==> src/rtl/scf_pkg.sv <==
package scf_pkg;

  localparam int MAX_DATA = 32;
  localparam int CNT_W    = $clog2(MAX_DATA + 1);
  localparam int ADDR_W   = (MAX_DATA > 1) ? $clog2(MAX_DATA) : 1;

  localparam logic [7:0] SYNC_BYTE = 8'hFF;
  localparam logic [7:0] CK_MASK   = 8'hFE;
  localparam logic [7:0] HDR_BYTES = 8'd7;

  // Position of each header byte within the frame.
  localparam logic [2:0] HDR_SYNC0 = 3'd0;
  localparam logic [2:0] HDR_SYNC1 = 3'd1;
  localparam logic [2:0] HDR_SIZE  = 3'd2;
  localparam logic [2:0] HDR_ID    = 3'd3;
  localparam logic [2:0] HDR_CMD   = 3'd4;
  localparam logic [2:0] HDR_CK1   = 3'd5;
  localparam logic [2:0] HDR_CK2   = 3'd6;

  typedef struct packed {
    logic [CNT_W-1:0] count;
    logic [7:0]       xsum;
    logic             ovf;
  } scf_stat_t;

endpackage

==> src/rtl/scf_ram.sv <==
module scf_ram #(
  parameter int WIDTH = 8,
  parameter int DEPTH = 32
) (
  input  logic                                        clk,
  input  logic                                        we,
  input  logic [((DEPTH > 1) ? $clog2(DEPTH) : 1)-1:0] waddr,
  input  logic [WIDTH-1:0]                            wdata,
  input  logic                                        re,
  input  logic [((DEPTH > 1) ? $clog2(DEPTH) : 1)-1:0] raddr,
  output logic [WIDTH-1:0]                            rdata
);

  logic [WIDTH-1:0] mem [DEPTH];

  always_ff @(posedge clk) begin
    if (we) begin
      mem[waddr] <= wdata;
    end
    if (re) begin
      rdata <= mem[raddr];
    end
  end

endmodule

==> src/rtl/scf_accum.sv <==
module scf_accum (
  input  logic                     clk,
  input  logic                     rst,
  input  logic                     accept,
  input  logic [7:0]               payload_byte,
  input  logic                     has_payload,
  input  logic                     clear,
  output logic                     wr_en,
  output logic [scf_pkg::ADDR_W-1:0] wr_addr,
  output logic [7:0]               wr_data,
  output scf_pkg::scf_stat_t       stat
);
  import scf_pkg::*;

  logic [CNT_W-1:0] count;
  logic [7:0]       xsum;
  logic             ovf;
  logic             room;

  assign room    = (count < CNT_W'(MAX_DATA));
  assign wr_en   = accept && has_payload && room;
  assign wr_addr = count[ADDR_W-1:0];
  assign wr_data = payload_byte;

  always_ff @(posedge clk) begin
    if (rst || clear) begin
      count <= '0;
      xsum  <= '0;
      ovf   <= 1'b0;
    end else if (accept && has_payload) begin
      if (room) begin
        count <= count + CNT_W'(1);
        xsum  <= xsum ^ payload_byte;
      end else begin
        // A full buffer drops the byte and flags the overflow for the frame.
        ovf <= 1'b1;
      end
    end
  end

  assign stat.count = count;
  assign stat.xsum  = xsum;
  assign stat.ovf   = ovf;

endmodule

==> src/rtl/scf_emit.sv <==
module scf_emit (
  input  logic                     clk,
  input  logic                     rst,
  input  logic                     start,
  input  logic [7:0]               target_addr,
  input  logic [7:0]               command,
  input  scf_pkg::scf_stat_t       stat,
  output logic                     rd_en,
  output logic [scf_pkg::ADDR_W-1:0] rd_addr,
  input  logic [7:0]               rd_data,
  input  logic                     out_stall,
  output logic                     out_valid,
  output logic [7:0]               frame_byte,
  output logic                     frame_last,
  output logic                     overflow,
  output logic                     busy,
  output logic                     clear
);
  import scf_pkg::*;

  localparam logic [1:0] S_IDLE  = 2'd0;
  localparam logic [1:0] S_HDR   = 2'd1;
  localparam logic [1:0] S_RADDR = 2'd2;
  localparam logic [1:0] S_RDATA = 2'd3;

  logic [1:0]       state;
  logic [1:0]       state_next;
  logic [2:0]       hidx;
  logic [CNT_W-1:0] pidx;
  logic [7:0]       id_q;
  logic [7:0]       cmd_q;
  logic [7:0]       acc;
  logic [7:0]       size;
  logic [7:0]       alu_a;
  logic [7:0]       alu_b;
  logic [7:0]       alu_y;
  logic             slot_free;
  logic             load;
  logic [7:0]       load_byte;
  logic             load_last;
  logic             pay_last;

  assign size      = 8'(stat.count) + HDR_BYTES;
  assign slot_free = !out_valid || !out_stall;
  assign pay_last  = (CNT_W'(pidx + CNT_W'(1)) == stat.count);

  // One XOR unit folds size, payload checksum, id and command over the
  // header steps; the checksum bytes then read the folded value.
  always_comb begin
    alu_a = (hidx == HDR_SIZE) ? size : acc;
    case (hidx)
      HDR_SIZE: alu_b = stat.xsum;
      HDR_ID:   alu_b = id_q;
      HDR_CMD:  alu_b = cmd_q;
      default:  alu_b = 8'h00;
    endcase
    alu_y = alu_a ^ alu_b;
  end

  always_comb begin
    state_next = state;
    load       = 1'b0;
    load_byte  = rd_data;
    load_last  = 1'b0;
    rd_en      = 1'b0;
    clear      = 1'b0;
    case (state)
      S_IDLE: begin
        if (start) begin
          state_next = S_HDR;
        end
      end
      S_HDR: begin
        case (hidx)
          HDR_SYNC0: load_byte = SYNC_BYTE;
          HDR_SYNC1: load_byte = SYNC_BYTE;
          HDR_SIZE:  load_byte = size;
          HDR_ID:    load_byte = id_q;
          HDR_CMD:   load_byte = cmd_q;
          HDR_CK1:   load_byte = acc & CK_MASK;
          HDR_CK2:   load_byte = ~acc & CK_MASK;
          default:   load_byte = 8'h00;
        endcase
        load_last = (hidx == HDR_CK2) && (stat.count == '0);
        if (slot_free) begin
          load = 1'b1;
          if (hidx == HDR_CK2) begin
            if (stat.count == '0) begin
              state_next = S_IDLE;
              clear      = 1'b1;
            end else begin
              state_next = S_RADDR;
            end
          end
        end
      end
      S_RADDR: begin
        rd_en      = 1'b1;
        state_next = S_RDATA;
      end
      S_RDATA: begin
        load_last = pay_last;
        if (slot_free) begin
          load = 1'b1;
          if (pay_last) begin
            state_next = S_IDLE;
            clear      = 1'b1;
          end else begin
            state_next = S_RADDR;
          end
        end
      end
      default: state_next = S_IDLE;
    endcase
  end

  assign rd_addr = pidx[ADDR_W-1:0];
  assign busy    = (state != S_IDLE);

  always_ff @(posedge clk) begin
    if (rst) begin
      state     <= S_IDLE;
      out_valid <= 1'b0;
    end else begin
      state     <= state_next;
      out_valid <= load || (out_valid && out_stall);
    end
  end

  always_ff @(posedge clk) begin
    if (state == S_IDLE && start) begin
      id_q  <= target_addr;
      cmd_q <= command;
      hidx  <= HDR_SYNC0;
      pidx  <= '0;
    end else if (state == S_HDR && slot_free) begin
      acc  <= alu_y;
      hidx <= hidx + 3'd1;
    end else if (state == S_RDATA && slot_free) begin
      pidx <= pidx + CNT_W'(1);
    end
    if (load) begin
      frame_byte <= load_byte;
      frame_last <= load_last;
      overflow   <= stat.ovf;
    end
  end

endmodule

==> src/rtl/servo_command_packet_framer_core.sv <==
// An accepted end item moves the sequencer to its header state, which then registers
// the first frame byte out when the slot is free. Items not marked last never stall the
// input; the end item stalls it through seven header bytes and, per payload byte, a read
// address and a read data state (one registered read port), more while output stalls.
// Reset clears the sequencer, output valid, byte count, running XOR and overflow flag;
// the payload buffer is not cleared, since only bytes written in a packet are read.
module servo_command_packet_framer_core (
  input  logic       clk,
  input  logic       rst,
  input  logic       in_valid,
  output logic       in_stall,
  input  logic [7:0] target_addr,
  input  logic [7:0] command,
  input  logic [7:0] payload_byte,
  input  logic       has_payload,
  input  logic       end_of_packet,
  output logic       out_valid,
  input  logic       out_stall,
  output logic [7:0] frame_byte,
  output logic       frame_last,
  output logic       overflow
);
  import scf_pkg::*;

  logic              accept;
  logic              busy;
  logic              clear;
  logic              wr_en;
  logic [ADDR_W-1:0] wr_addr;
  logic [7:0]        wr_data;
  logic              rd_en;
  logic [ADDR_W-1:0] rd_addr;
  logic [7:0]        rd_data;
  scf_stat_t         stat;

  assign in_stall = busy;
  assign accept   = in_valid && !in_stall;

  scf_accum u_accum (
    .clk          (clk),
    .rst          (rst),
    .accept       (accept),
    .payload_byte (payload_byte),
    .has_payload  (has_payload),
    .clear        (clear),
    .wr_en        (wr_en),
    .wr_addr      (wr_addr),
    .wr_data      (wr_data),
    .stat         (stat)
  );

  scf_ram #(
    .WIDTH (8),
    .DEPTH (MAX_DATA)
  ) u_ram (
    .clk   (clk),
    .we    (wr_en),
    .waddr (wr_addr),
    .wdata (wr_data),
    .re    (rd_en),
    .raddr (rd_addr),
    .rdata (rd_data)
  );

  scf_emit u_emit (
    .clk         (clk),
    .rst         (rst),
    .start       (accept && end_of_packet),
    .target_addr (target_addr),
    .command     (command),
    .stat        (stat),
    .rd_en       (rd_en),
    .rd_addr     (rd_addr),
    .rd_data     (rd_data),
    .out_stall   (out_stall),
    .out_valid   (out_valid),
    .frame_byte  (frame_byte),
    .frame_last  (frame_last),
    .overflow    (overflow),
    .busy        (busy),
    .clear       (clear)
  );

endmodule

==> config.mk <==
export PLATFORM = sky130hd
export DESIGN_NAME = servo_command_packet_framer_core
export DESIGN_NICKNAME = d
export VERILOG_FILES = /design/src/rtl/scf_pkg.sv /design/src/rtl/scf_ram.sv /design/src/rtl/scf_accum.sv /design/src/rtl/scf_emit.sv /design/src/rtl/servo_command_packet_framer_core.sv
export SDC_FILE = /design/constraint.sdc
export NUM_CORES = 1
export LEC_CHECK = 0
export BUFFER_PORTS_ARGS = -buffer_cell sky130_fd_sc_hd__buf_4
export CAP_MARGIN = 10
export CORE_UTILIZATION = 25
export CTS_BUF_LIST = sky130_fd_sc_hd__clkbuf_2
export CTS_CLUSTER_DIAMETER = 150
export DETAILED_ROUTE_END_ITERATION = 6
export GPL_TIMING_DRIVEN = 0
export HOLD_SLACK_MARGIN = 0.12
export PLACE_DENSITY_LB_ADDON = 0.08
export SYNTH_ARGS = -nofsm -noshare
export SYNTH_HDL_FRONTEND = slang
export SYNTH_SLANG_ARGS = --single-unit
==> constraint.sdc <==
create_clock -name clk -period 2.93 [get_ports clk]
set_input_delay 0.586 -clock clk [delete_from_list [all_inputs] [get_ports clk]]
set_output_delay 0.586 -clock clk [all_outputs]
set_load 0.01 [all_outputs]
# ---- After elaboration in Yosys (flattened, before gate mapping)
# Memories as Yosys holds them, arrays and structs flattened. A register that Yosys moved wholly into a read port is not among the register bits.
# Cells that the tools add are included.
dict set report classes {
  add_sub_neg 4
  magnitude_cmp 1
  n_eq_ne 14
  mux 23
  bitwise_logic 6
  n_reduce_logical 26
}
# operator n
set ops {}
lappend ops {{one-hot mux 8 bit (6 select lines)} 1}
lappend ops {{one-hot mux 8 bit (3 select lines)} 1}
lappend ops {{2-to-1 mux 8 bit} 2}
lappend ops {{bitwise XOR 8 bit} 2}
lappend ops {{adder 6 x 1 -> 6 bit (second input constant)} 2}
lappend ops {{2-to-1 mux 2 bit} 6}
lappend ops {{2-to-1 mux 1 bit} 10}
lappend ops {{equality test 3 bit (second input constant)} 3}
lappend ops {{logical AND 1 bit} 9}
lappend ops {{!= test 2 x 1 -> 1 bit (second input constant)} 4}
lappend ops {{inverter 8 bit} 1}
lappend ops {{one-hot mux 2 bit (4 select lines)} 1}
lappend ops {{AND reduction 2 bit} 4}
lappend ops {{adder 6 x 3 -> 7 bit (second input constant)} 1}
lappend ops {{equality test 3 x 2 -> 1 bit (second input constant)} 2}
lappend ops {{equality test 6 bit} 1}
lappend ops {{zero test 6 bit} 1}
lappend ops {{< comparator 6 bit (second input constant)} 1}
lappend ops {{equality test 2 bit (second input constant)} 2}
lappend ops {{one-hot mux 1 bit (2 select lines)} 2}
lappend ops {{AND reduction 4 bit} 1}
lappend ops {{OR reduction 2 bit} 2}
lappend ops {{adder 3 x 1 -> 3 bit (second input constant)} 1}
lappend ops {{equality test 3 x 1 -> 1 bit (second input constant)} 1}
lappend ops {{other kinds (7)} 13}
dict set report word_totals {
  ff_bits 61
  ramBits 256
  in_bits 30
  output_inout_bits 12
  mem_count 1
}
# memory words word_bits rd rd_clocked_by_memory_dff wr line
set mem_list {}
lappend mem_list {u_ram.mem 32 8 1 1 1 scf_ram.sv:14} ;# logic [WIDTH-1:0] mem [DEPTH];

# ---- Longest topological paths before layout
# Gate-level depths: netlist (run 1).
dict set report logic_depth {
  depth_word 7
  depth_mapped 9
  mapped_depth_nobuf 7
}

# ---- Modules after synthesis
# Synthesis (run 1) repeated with hierarchy kept, for this count alone.
dict set report unflattened {
  cells_unflattened 745
  hier_area_um2 13387.8
}
# mod n_inst cells_per_inst area_per_inst_um2 seq_area_each_um2
set by_module_without_submodules {}
lappend by_module_without_submodules {scf_ram 1 417 10133.5 7927.6}
lappend by_module_without_submodules {scf_emit 1 243 2491.1 1231.2}
lappend by_module_without_submodules {scf_accum 1 83 748.2 300.3}
lappend by_module_without_submodules {servo_command_packet_framer_core 1 2 15.0 0.0}

# ---- Least setup slack after synthesis (run 1)
# OpenSTA, ideal clock, no wires.
dict set report synth_timing {
  path_type {input to register}
  from {input port in_valid}
  to {memory u_ram.mem[28][0], enable pin}
  arrival_time_ns 2.093
  t_required_ns 2.560
  setup_slack_ns 0.466
  path_stages 5
  cell_sequence {nor4bb_1 -> nor2b_1 -> buf_2 -> nand2_1 -> nor2_1}
}
dict set report synth_between {
  elab_chain_len 5
}
# item line
set synth_rtl {}
lappend synth_rtl {{from (decl)} servo_command_packet_framer_core.sv:10} ;# input logic in_valid,
lappend synth_rtl {{logical AND 1 bit} servo_command_packet_framer_core.sv:37} ;# assign accept = in_valid && !in_stall;
lappend synth_rtl {{logical AND 1 bit (2 in a row)} scf_accum.sv:21} ;# assign wr_en = accept && has_payload && room;
lappend synth_rtl {{2-to-1 mux 1 bit} scf_ram.sv:17} ;# if (we) begin
lappend synth_rtl {{2-to-1 mux 1 bit (not written as such)} scf_ram.sv:18} ;# mem[waddr] <= wdata;
lappend synth_rtl {{to (decl)} scf_ram.sv:14}
# Every way passes these cells.

==> results of run 1 <==
[cells in the mapped netlist (2+ instances only)]
master / n
or3_1: 3
and4_1: 2
nand2_1: 28
nand3_1: 5
dfxtp_1: 26
nand2b_1: 2
and2_1: 2
buf_2: 9
buf_1: 6
nor3b_1: 3
mux2i_1: 9
nor3_1: 5
a22o_1: 6
inv_1: 11
mux2_2: 9
nand4_1: 3
a21oi_1: 18
clkbuf_1: 19
ha_1: 11
nor4_1: 2
buf_6: 4
edfxtp_1: 297
nand3b_1: 2
a211oi_1: 5
and3_1: 2
a221oi_1: 2
xnor2_1: 17
o21ai_0: 16
mux4_2: 80
nor2_1: 77
nor2b_1: 3
a22oi_1: 3
xor2_1: 20
[where the power goes]
part / internal, µW / leakage (µW) / switching [µW]
Clock: 1220 / 0.000615 / 1920
Sequential: 5110 / 0.00289 / 48.4
Combinational: 301 / 0.00156 / 476
[cell type report]
type | instances | area [µm²]
inverters | 11 | 41.29
plain buffers | 37 | 182.7
well taps | 680 | 850.8
flip-flops and latches | 323 | 9439
clock inverters | 28 | 121.4
diodes | 1 | 2.502
fillers | 5199 | 35980
multi-input cells | 352 | 3736
clock buffers | 133 | 665.6
repair buffers | 78 | 695.7
[worst max-delay path: stages (launching register included)]
cell	delay [ps]
dfxtp_1	340
clkbuf_1	290
clkbuf_1	670
mux4_2	460
mux4_2	550
mux2_2	290
[worst paths after layout]
kind / endpoint / depth (start not counted) / startpoint
max: u_ram.rdata[1] / 5 / u_emit.pidx[1]
min: u_emit.pidx[5] / 4 / in_valid
max reg2reg: u_ram.rdata[1] / 5 / u_emit.pidx[1]
min reg2reg: u_emit.overflow / 0 / u_accum.ovf
[flip-flops by register name (all words and copies together) (netlist names)]
name               cells
u_accum.count          6
u_accum.ovf            1
u_accum.xsum           7
u_emit.acc             7
u_emit.cmd_q           8
u_emit.frame_byte      8
u_emit.frame_last      1
u_emit.hidx            3
u_emit.id_q            8
u_emit.out_valid       1
u_emit.overflow        1
u_emit.pidx            6
u_emit.state           2
u_ram.mem            256
u_ram.rdata            8
[cells in the final DEF (no fill, tap or decap), drive strengths merged, types with 2 or more instances in the layout]
cell / synthesis / final
a211oi: 6 / 6
a21boi: 2 / 2
a21oi: 18 / 18
a221oi: 2 / 2
a22o: 6 / 6
a22oi: 3 / 3
and2: 2 / 2
and3: 2 / 2
and4: 2 / 2
buf: 19 / 64
clkbuf: 19 / 153
clkinv: 0 / 24
clkinvlp: 0 / 2
dfxtp: 26 / 26
dlygate4sd3: 0 / 31
edfxtp: 297 / 297
ha: 11 / 11
inv: 11 / 13
mux2: 9 / 9
mux2i: 9 / 9
mux4: 80 / 80
nand2: 28 / 28
nand2b: 2 / 2
nand3: 5 / 5
nand3b: 2 / 2
nand4: 3 / 3
nor2: 77 / 77
nor2b: 3 / 3
nor3: 5 / 5
nor3b: 3 / 3
nor4: 2 / 2
o21ai: 16 / 16
or3: 3 / 3
xnor2: 17 / 17
xor2: 20 / 20
[stage by stage]
step / power, µW / hold WS [ps] / cell area (µm²) / TNS (ps) / setup slack (ps)
2_1_floorplan: 5705 / 409.0 / 13170 / 0 / 466.4
3_3_place_gp: 5988 / 437.9 / 14330 / -214350 / -1007
3_5_place_dp: 6006 / 442.1 / 14350 / -204480 / -966.4
4_1_cts: 9279 / 121.4 / 15700 / 0 / 97.79
5_1_grt: 9565 / 142.7 / 15740 / -217.7 / -34.73
6_report: 9078 / 301.7 / 15740 / 0 / 142.4
[kinds of logic after synthesis]
family | count (synthesis) | synth area share [%]
DFF | 323 | 71.66
and+or+nand+nor | 143 | 4.854
muxes | 98 | 15.13
AOI/OAI and AO/OA | 63 | 3.135
buffers and inverters | 49 | 1.710
xor gates and xnor gates | 37 | 2.460
adders and majority gates | 11 | 1.045
[what timing repair did]
item                                   4_1_cts  5_1_grt
pin swaps                                    2        2
endpoints found under the hold margin      295        0
hold buffers                                31        0
gates resized for setup                     63        1
setup endpoints to repair                  264       18
buffers inserted                             3        1
[metal layers]
| layer | part of all wire [%] | global-route usage (%) | vias to the layer above |
|---|---|---|---|
| met5 | 0 | 0 | - |
| met4 | 2.5 | 4.811 | 0 |
| met3 | 6.2 | 3.925 | 70 |
| met2 | 47 | 21.09 | 201 |
| met1 | 45 | 17.75 | 3642 |
| li1 | - | - | 3276 |
==> out/metrics.csv, run 1 <==
stage,metric,value,unit
worst_setup_path,WP data arrival,3540,ps
clock_tree,TritonCTS buffer count,91,
routing,1st-iter DRT viols,295,
placed_design,I/O Buffers,41,
logic_synthesis,syn nets,765,
logic_synthesis,Synth top area share,67.71,%
floorplanning,die extent in y,231.5,µm
floorplanning,core footprint,51720,µm²
pwr,Worst IR Drop VDD,0.1871,mV
sta,fmax,0.3587,GHz
routing,drt drc,0,
sta,max_slew headroom,37.21,%
layout,Nets,935,
global_route,largest net degree at the start of global routing,34,
floorplanning,initial core utilization,25.47,%
logic_synthesis,number of synthesized register bits,323,
floorplanning,Die X,231.5,µm
routing,final wirelength,34970,µm
logic_synthesis,"area leader, netlist",edfxtp_1,
logic_synthesis,Post-synth EDFFs,297,
sta,RSZ-0062 raised after global routing,true,
logic_synthesis,post-synthesis sequential area ratio,71.66,%
worst_setup_path,crit end category,flip-flop,
worst_setup_path,critical path class,reg -> reg,
clock_tree,Clock Pin Slew Worst Setup and Hold Paths,90,ps
worst_setup_path,critical path required time,3680,ps
logic_synthesis,"top cells by area, synth","edfxtp_1 68%, mux4_2 14%, dfxtp_1 4.0%",
logic_synthesis,Syn Inst Count,724,
logic_synthesis,Mapped Avg Cell Area,18.19,µm²
logic_synthesis,post-synthesis cell type count,50,
logic_synthesis,Netlist Area Pre-Place,13170,µm²
layout,layout cells sized above 1,34.72,%
pwr,Power Density,576.9,nW/µm²
layout,Final Util,30.43,%
worst_setup_path,Startpoint Class,flip-flop,
sta,"Slew Viols, Final",0,
logic_synthesis,Main synth FF type,edfxtp_1,
worst_setup_path,Worst Path Max Fanout,10,
floorplanning,Top Ports,42,
routing,vias,7189,
worst_setup_path,Reg2Reg Setup Slack,140,ps
run,max_cap viols,0,
pwr,leakage,0.005065,µW
placed_design,placed wire-length estimate,23370,µm
routing,via/cell ratio,4.376,
clock_tree,H-tree depth,3,
sta,skew final,86.57,ps
placed_design,placed insts,1446,
layout,area growth from synthesis to layout,19.46,%
logic_synthesis,Synth Warn #,0,
routing,DRT antenna net count,0,
sta,Hold Fails Final Rpt,0,
global_route,vias in the first global route,7582,
floorplanning,num rows,83,
global_route,initial antenna violation count,1,
sta,worst slew pin tran,941.9,ps
clock_tree,clock tree sinks,323,
sta,Tcrit/Tclk final,95.14,%
clock_tree,clk buf depth,3,
run_status,outcome,finished clean,
global_route,first-pass GRT wire length,51160,µm
global_route,grt ovf,0,
sta,setup violators final,0,
sta,Final min period,2788,ps
layout,final cell count without fillers,1643,
logic_synthesis,Post-synth ARST share,0,%
worst_hold_path,hold crit path type,in -> reg,
floorplanning,die area,53610,µm²
global_route,Total Routing Usage GR,13.49,%
placed_design,GPL Wtd Cong,0.7895,
clock_tree,Worst-Skew Late Latency,1000,ps
clock_tree,Root Driver,clkbuf_2,
routing,Pre-Repair DR Iteration Count,4,
routing,WL/cell,21.28,µm
clock_tree,CTS tree,done,
No activity file was read; power rests on OpenSTA's default activity.
==> run 2: changes to the inputs <==
--- a/config.mk
+++ b/config.mk
@@ -5,15 +5,17 @@
 export SDC_FILE = /design/constraint.sdc
 export NUM_CORES = 1
 export LEC_CHECK = 0
-export BUFFER_PORTS_ARGS = -buffer_cell sky130_fd_sc_hd__buf_4
 export CAP_MARGIN = 10
+export CORE_ASPECT_RATIO = 0.7
 export CORE_UTILIZATION = 25
 export CTS_BUF_LIST = sky130_fd_sc_hd__clkbuf_2
 export CTS_CLUSTER_DIAMETER = 150
 export DETAILED_ROUTE_END_ITERATION = 6
+export DONT_BUFFER_PORTS = 1
 export GPL_TIMING_DRIVEN = 0
 export HOLD_SLACK_MARGIN = 0.12
 export PLACE_DENSITY_LB_ADDON = 0.08
+export SLEW_MARGIN = 20
 export SYNTH_ARGS = -nofsm -noshare
 export SYNTH_HDL_FRONTEND = slang
 export SYNTH_SLANG_ARGS = --single-unit
==> run 2 against run 1 <==
Net effect:
- clock power shrank 1%
- wire length grew 8.3%
- total power grew 0.31%
- combinational power grew 7.9%
- die area is essentially flat
- highest routed layer unchanged
==> out/metrics.csv, run 2 (synthesized netlist as in run 1, its figures left out) <==
stage,metric,value,unit
layout,Top reg by flops,u_ram.mem,
routing,vias,7366,
worst_setup_path,FF-to-FF End,u_ram.rdata[5],
sta,Fin Hold WS,252.9,ps
routing,Pre-Repair DR Iteration Count,5,
clock_tree,clk buf depth,3,
floorplanning,die area,53620,µm²
sta,skew final,75.07,ps
layout,final instance area,15790,µm²
layout,Nets,912,
routing,WL/cell,23.59,µm
worst_setup_path,WP data arrival,3500,ps
sta,max_slew headroom,33.77,%
floorplanning,core footprint,51370,µm²
worst_setup_path,critical path depth,5,
worst_setup_path,slowest CP cell,mux4_2,
routing,DRT antenna net count,0,
layout,max FFs per register,256,
clock_tree,CTS tree,done,
worst_setup_path,Worst Path Max Fanout,10,
worst_setup_path,CP Cell Sequence,"buf_6, buf_6, mux4_2, mux4_2, mux2_2",
routing,1st-iter DRT viols,593,
pwr,Power Density,576.8,nW/µm²
worst_setup_path,Buf/Inv on CP,2,
clock_tree,clock tree sinks,323,
clock_tree,Root Driver,clkbuf_2,
placed_design,placed wire-length estimate,26010,µm
run_status,outcome,finished clean,
layout,"most common cell after layout, fill and taps aside",edfxtp_1,
floorplanning,Die X,276.3,µm
layout,layout cells sized above 1,32.94,%
global_route,grt ovf,0,
placed_design,GPL Wtd Cong,0.8065,
run,max_cap viols,0,
sta,fmax,0.3550,GHz
worst_setup_path,Worst path max stage delay,670,ps
placed_design,placed insts,1398,
worst_setup_path,critical path required time,3610,ps
sta,Hold Fails Final Rpt,0,
global_route,first-pass GRT wire length,54240,µm
layout,"commonest non-fill, non-tap cells in the layout","297 x edfxtp_1, 114 x clkbuf_2, 80 x mux4_2",
worst_setup_path,crit path from,u_emit.pidx[0],
layout,final cell count without fillers,1606,
sta,Final TNS setup,0,ps
worst_setup_path,critical path class,reg -> reg,
global_route,largest net degree at the start of global routing,34,
routing,final wirelength,37880,µm
clock_tree,Worst-Skew Late Latency,1000,ps
placed_design,I/O Buffers,0,
worst_hold_path,hold path depth,1,
sta,RSZ-0062 raised after global routing,false,
sta,Tcrit/Tclk final,96.14,%
floorplanning,die extent in y,194.0,µm
worst_setup_path,crit end category,flip-flop,
global_route,initial antenna violation count,4,
clock_tree,TritonCTS buffer count,80,
global_route,Total Routing Usage GR,14.31,%
worst_setup_path,FF-to-FF path depth,5,
clock_tree,Clock Pin Slew Worst Setup and Hold Paths,120,ps
floorplanning,Top Ports,42,
global_route,vias in the first global route,7674,
sta,"Slew Viols, Final",0,
placed_design,placed inst area,14030,µm²
clock_tree,H-tree depth,3,
pwr,Worst IR Drop VDD,0.2220,mV
sta,worst slew pin tran,993.5,ps
sta,setup violators final,0,
worst_setup_path,R2R Path Start,u_emit.pidx[0],
pwr,leakage,0.005041,µW
worst_setup_path,Critical Path Sink,u_ram.rdata[5],
sta,Final min period,2817,ps
floorplanning,num rows,69,
routing,via/cell ratio,4.587,
worst_setup_path,Startpoint Class,flip-flop,
worst_hold_path,hold crit path type,in -> reg,
routing,drt drc,0,
floorplanning,initial core utilization,25.64,%
worst_setup_path,critical path's top delay family,multiplexers,
worst_setup_path,Reg2Reg Setup Slack,110,ps
layout,area growth from synthesis to layout,19.87,%
run 2: where the power goes:
group          switching (µW)  internal (µW)
Combinational             547            291
Clock                    1890           1210
Sequential               57.9           5110
Total                    2500           6610
run 2: repair_timing:
item,in CTS,in global routing
resized for setup,70,2
setup buffers,24,2
hold buffers,38,2
setup endpoints to repair,264,32
pin swaps,17,1
endpoints found under the hold margin,305,2
run 2: cell type report:
class / count / area, µm²
inverters: 11 / 41.29
repair buffers: 66 / 763.2
diodes: 3 / 7.507
clock buffers: 110 / 550.5
multi-input cells: 352 / 3765
plain buffers: 37 / 188.9
well taps: 674 / 843.3
clock inverters: 30 / 190.2
flip-flops and latches: 323 / 9439
fillers: 5006 / 35580
run 2: stage by stage:
stage,power [µW],setup WS (ps),util [%]
global route,9543,21.62,30.73
floorplan,5705,466.4,-
detailed placement,5948,-880.7,27.30
finish,9106,113.2,30.74
CTS,9237,59.82,30.63
global placement,5938,-1250,27.28
run 2: worst min-delay path by stage:
| stage | start | end |
|---|---|---|
| floorplan | u_accum.ovf | u_emit.overflow |
| global placement | u_accum.ovf | u_emit.overflow |
| detailed placement | u_accum.ovf | u_emit.overflow |
| CTS | target_addr[3] | u_emit.id_q[3] |
| global route | target_addr[1] | u_emit.id_q[1] |
| finish | command[0] | u_emit.cmd_q[0] |
run 2: routing by layer:
layer,routed length [µm],global-route usage (%),vias up
met2,15500,19.40,228
met4,642,4.262,0
met5,0,0,-
li1,-,-,3216
met3,2298,3.711,61
met1,19440,21.95,3861
run 2: worst reg2reg max path, stage by stage, from the launching register on:
cell	delay, ps
dfxtp_1	500
buf_6	250
buf_6	220
mux4_2	680
mux4_2	590
mux2_2	330
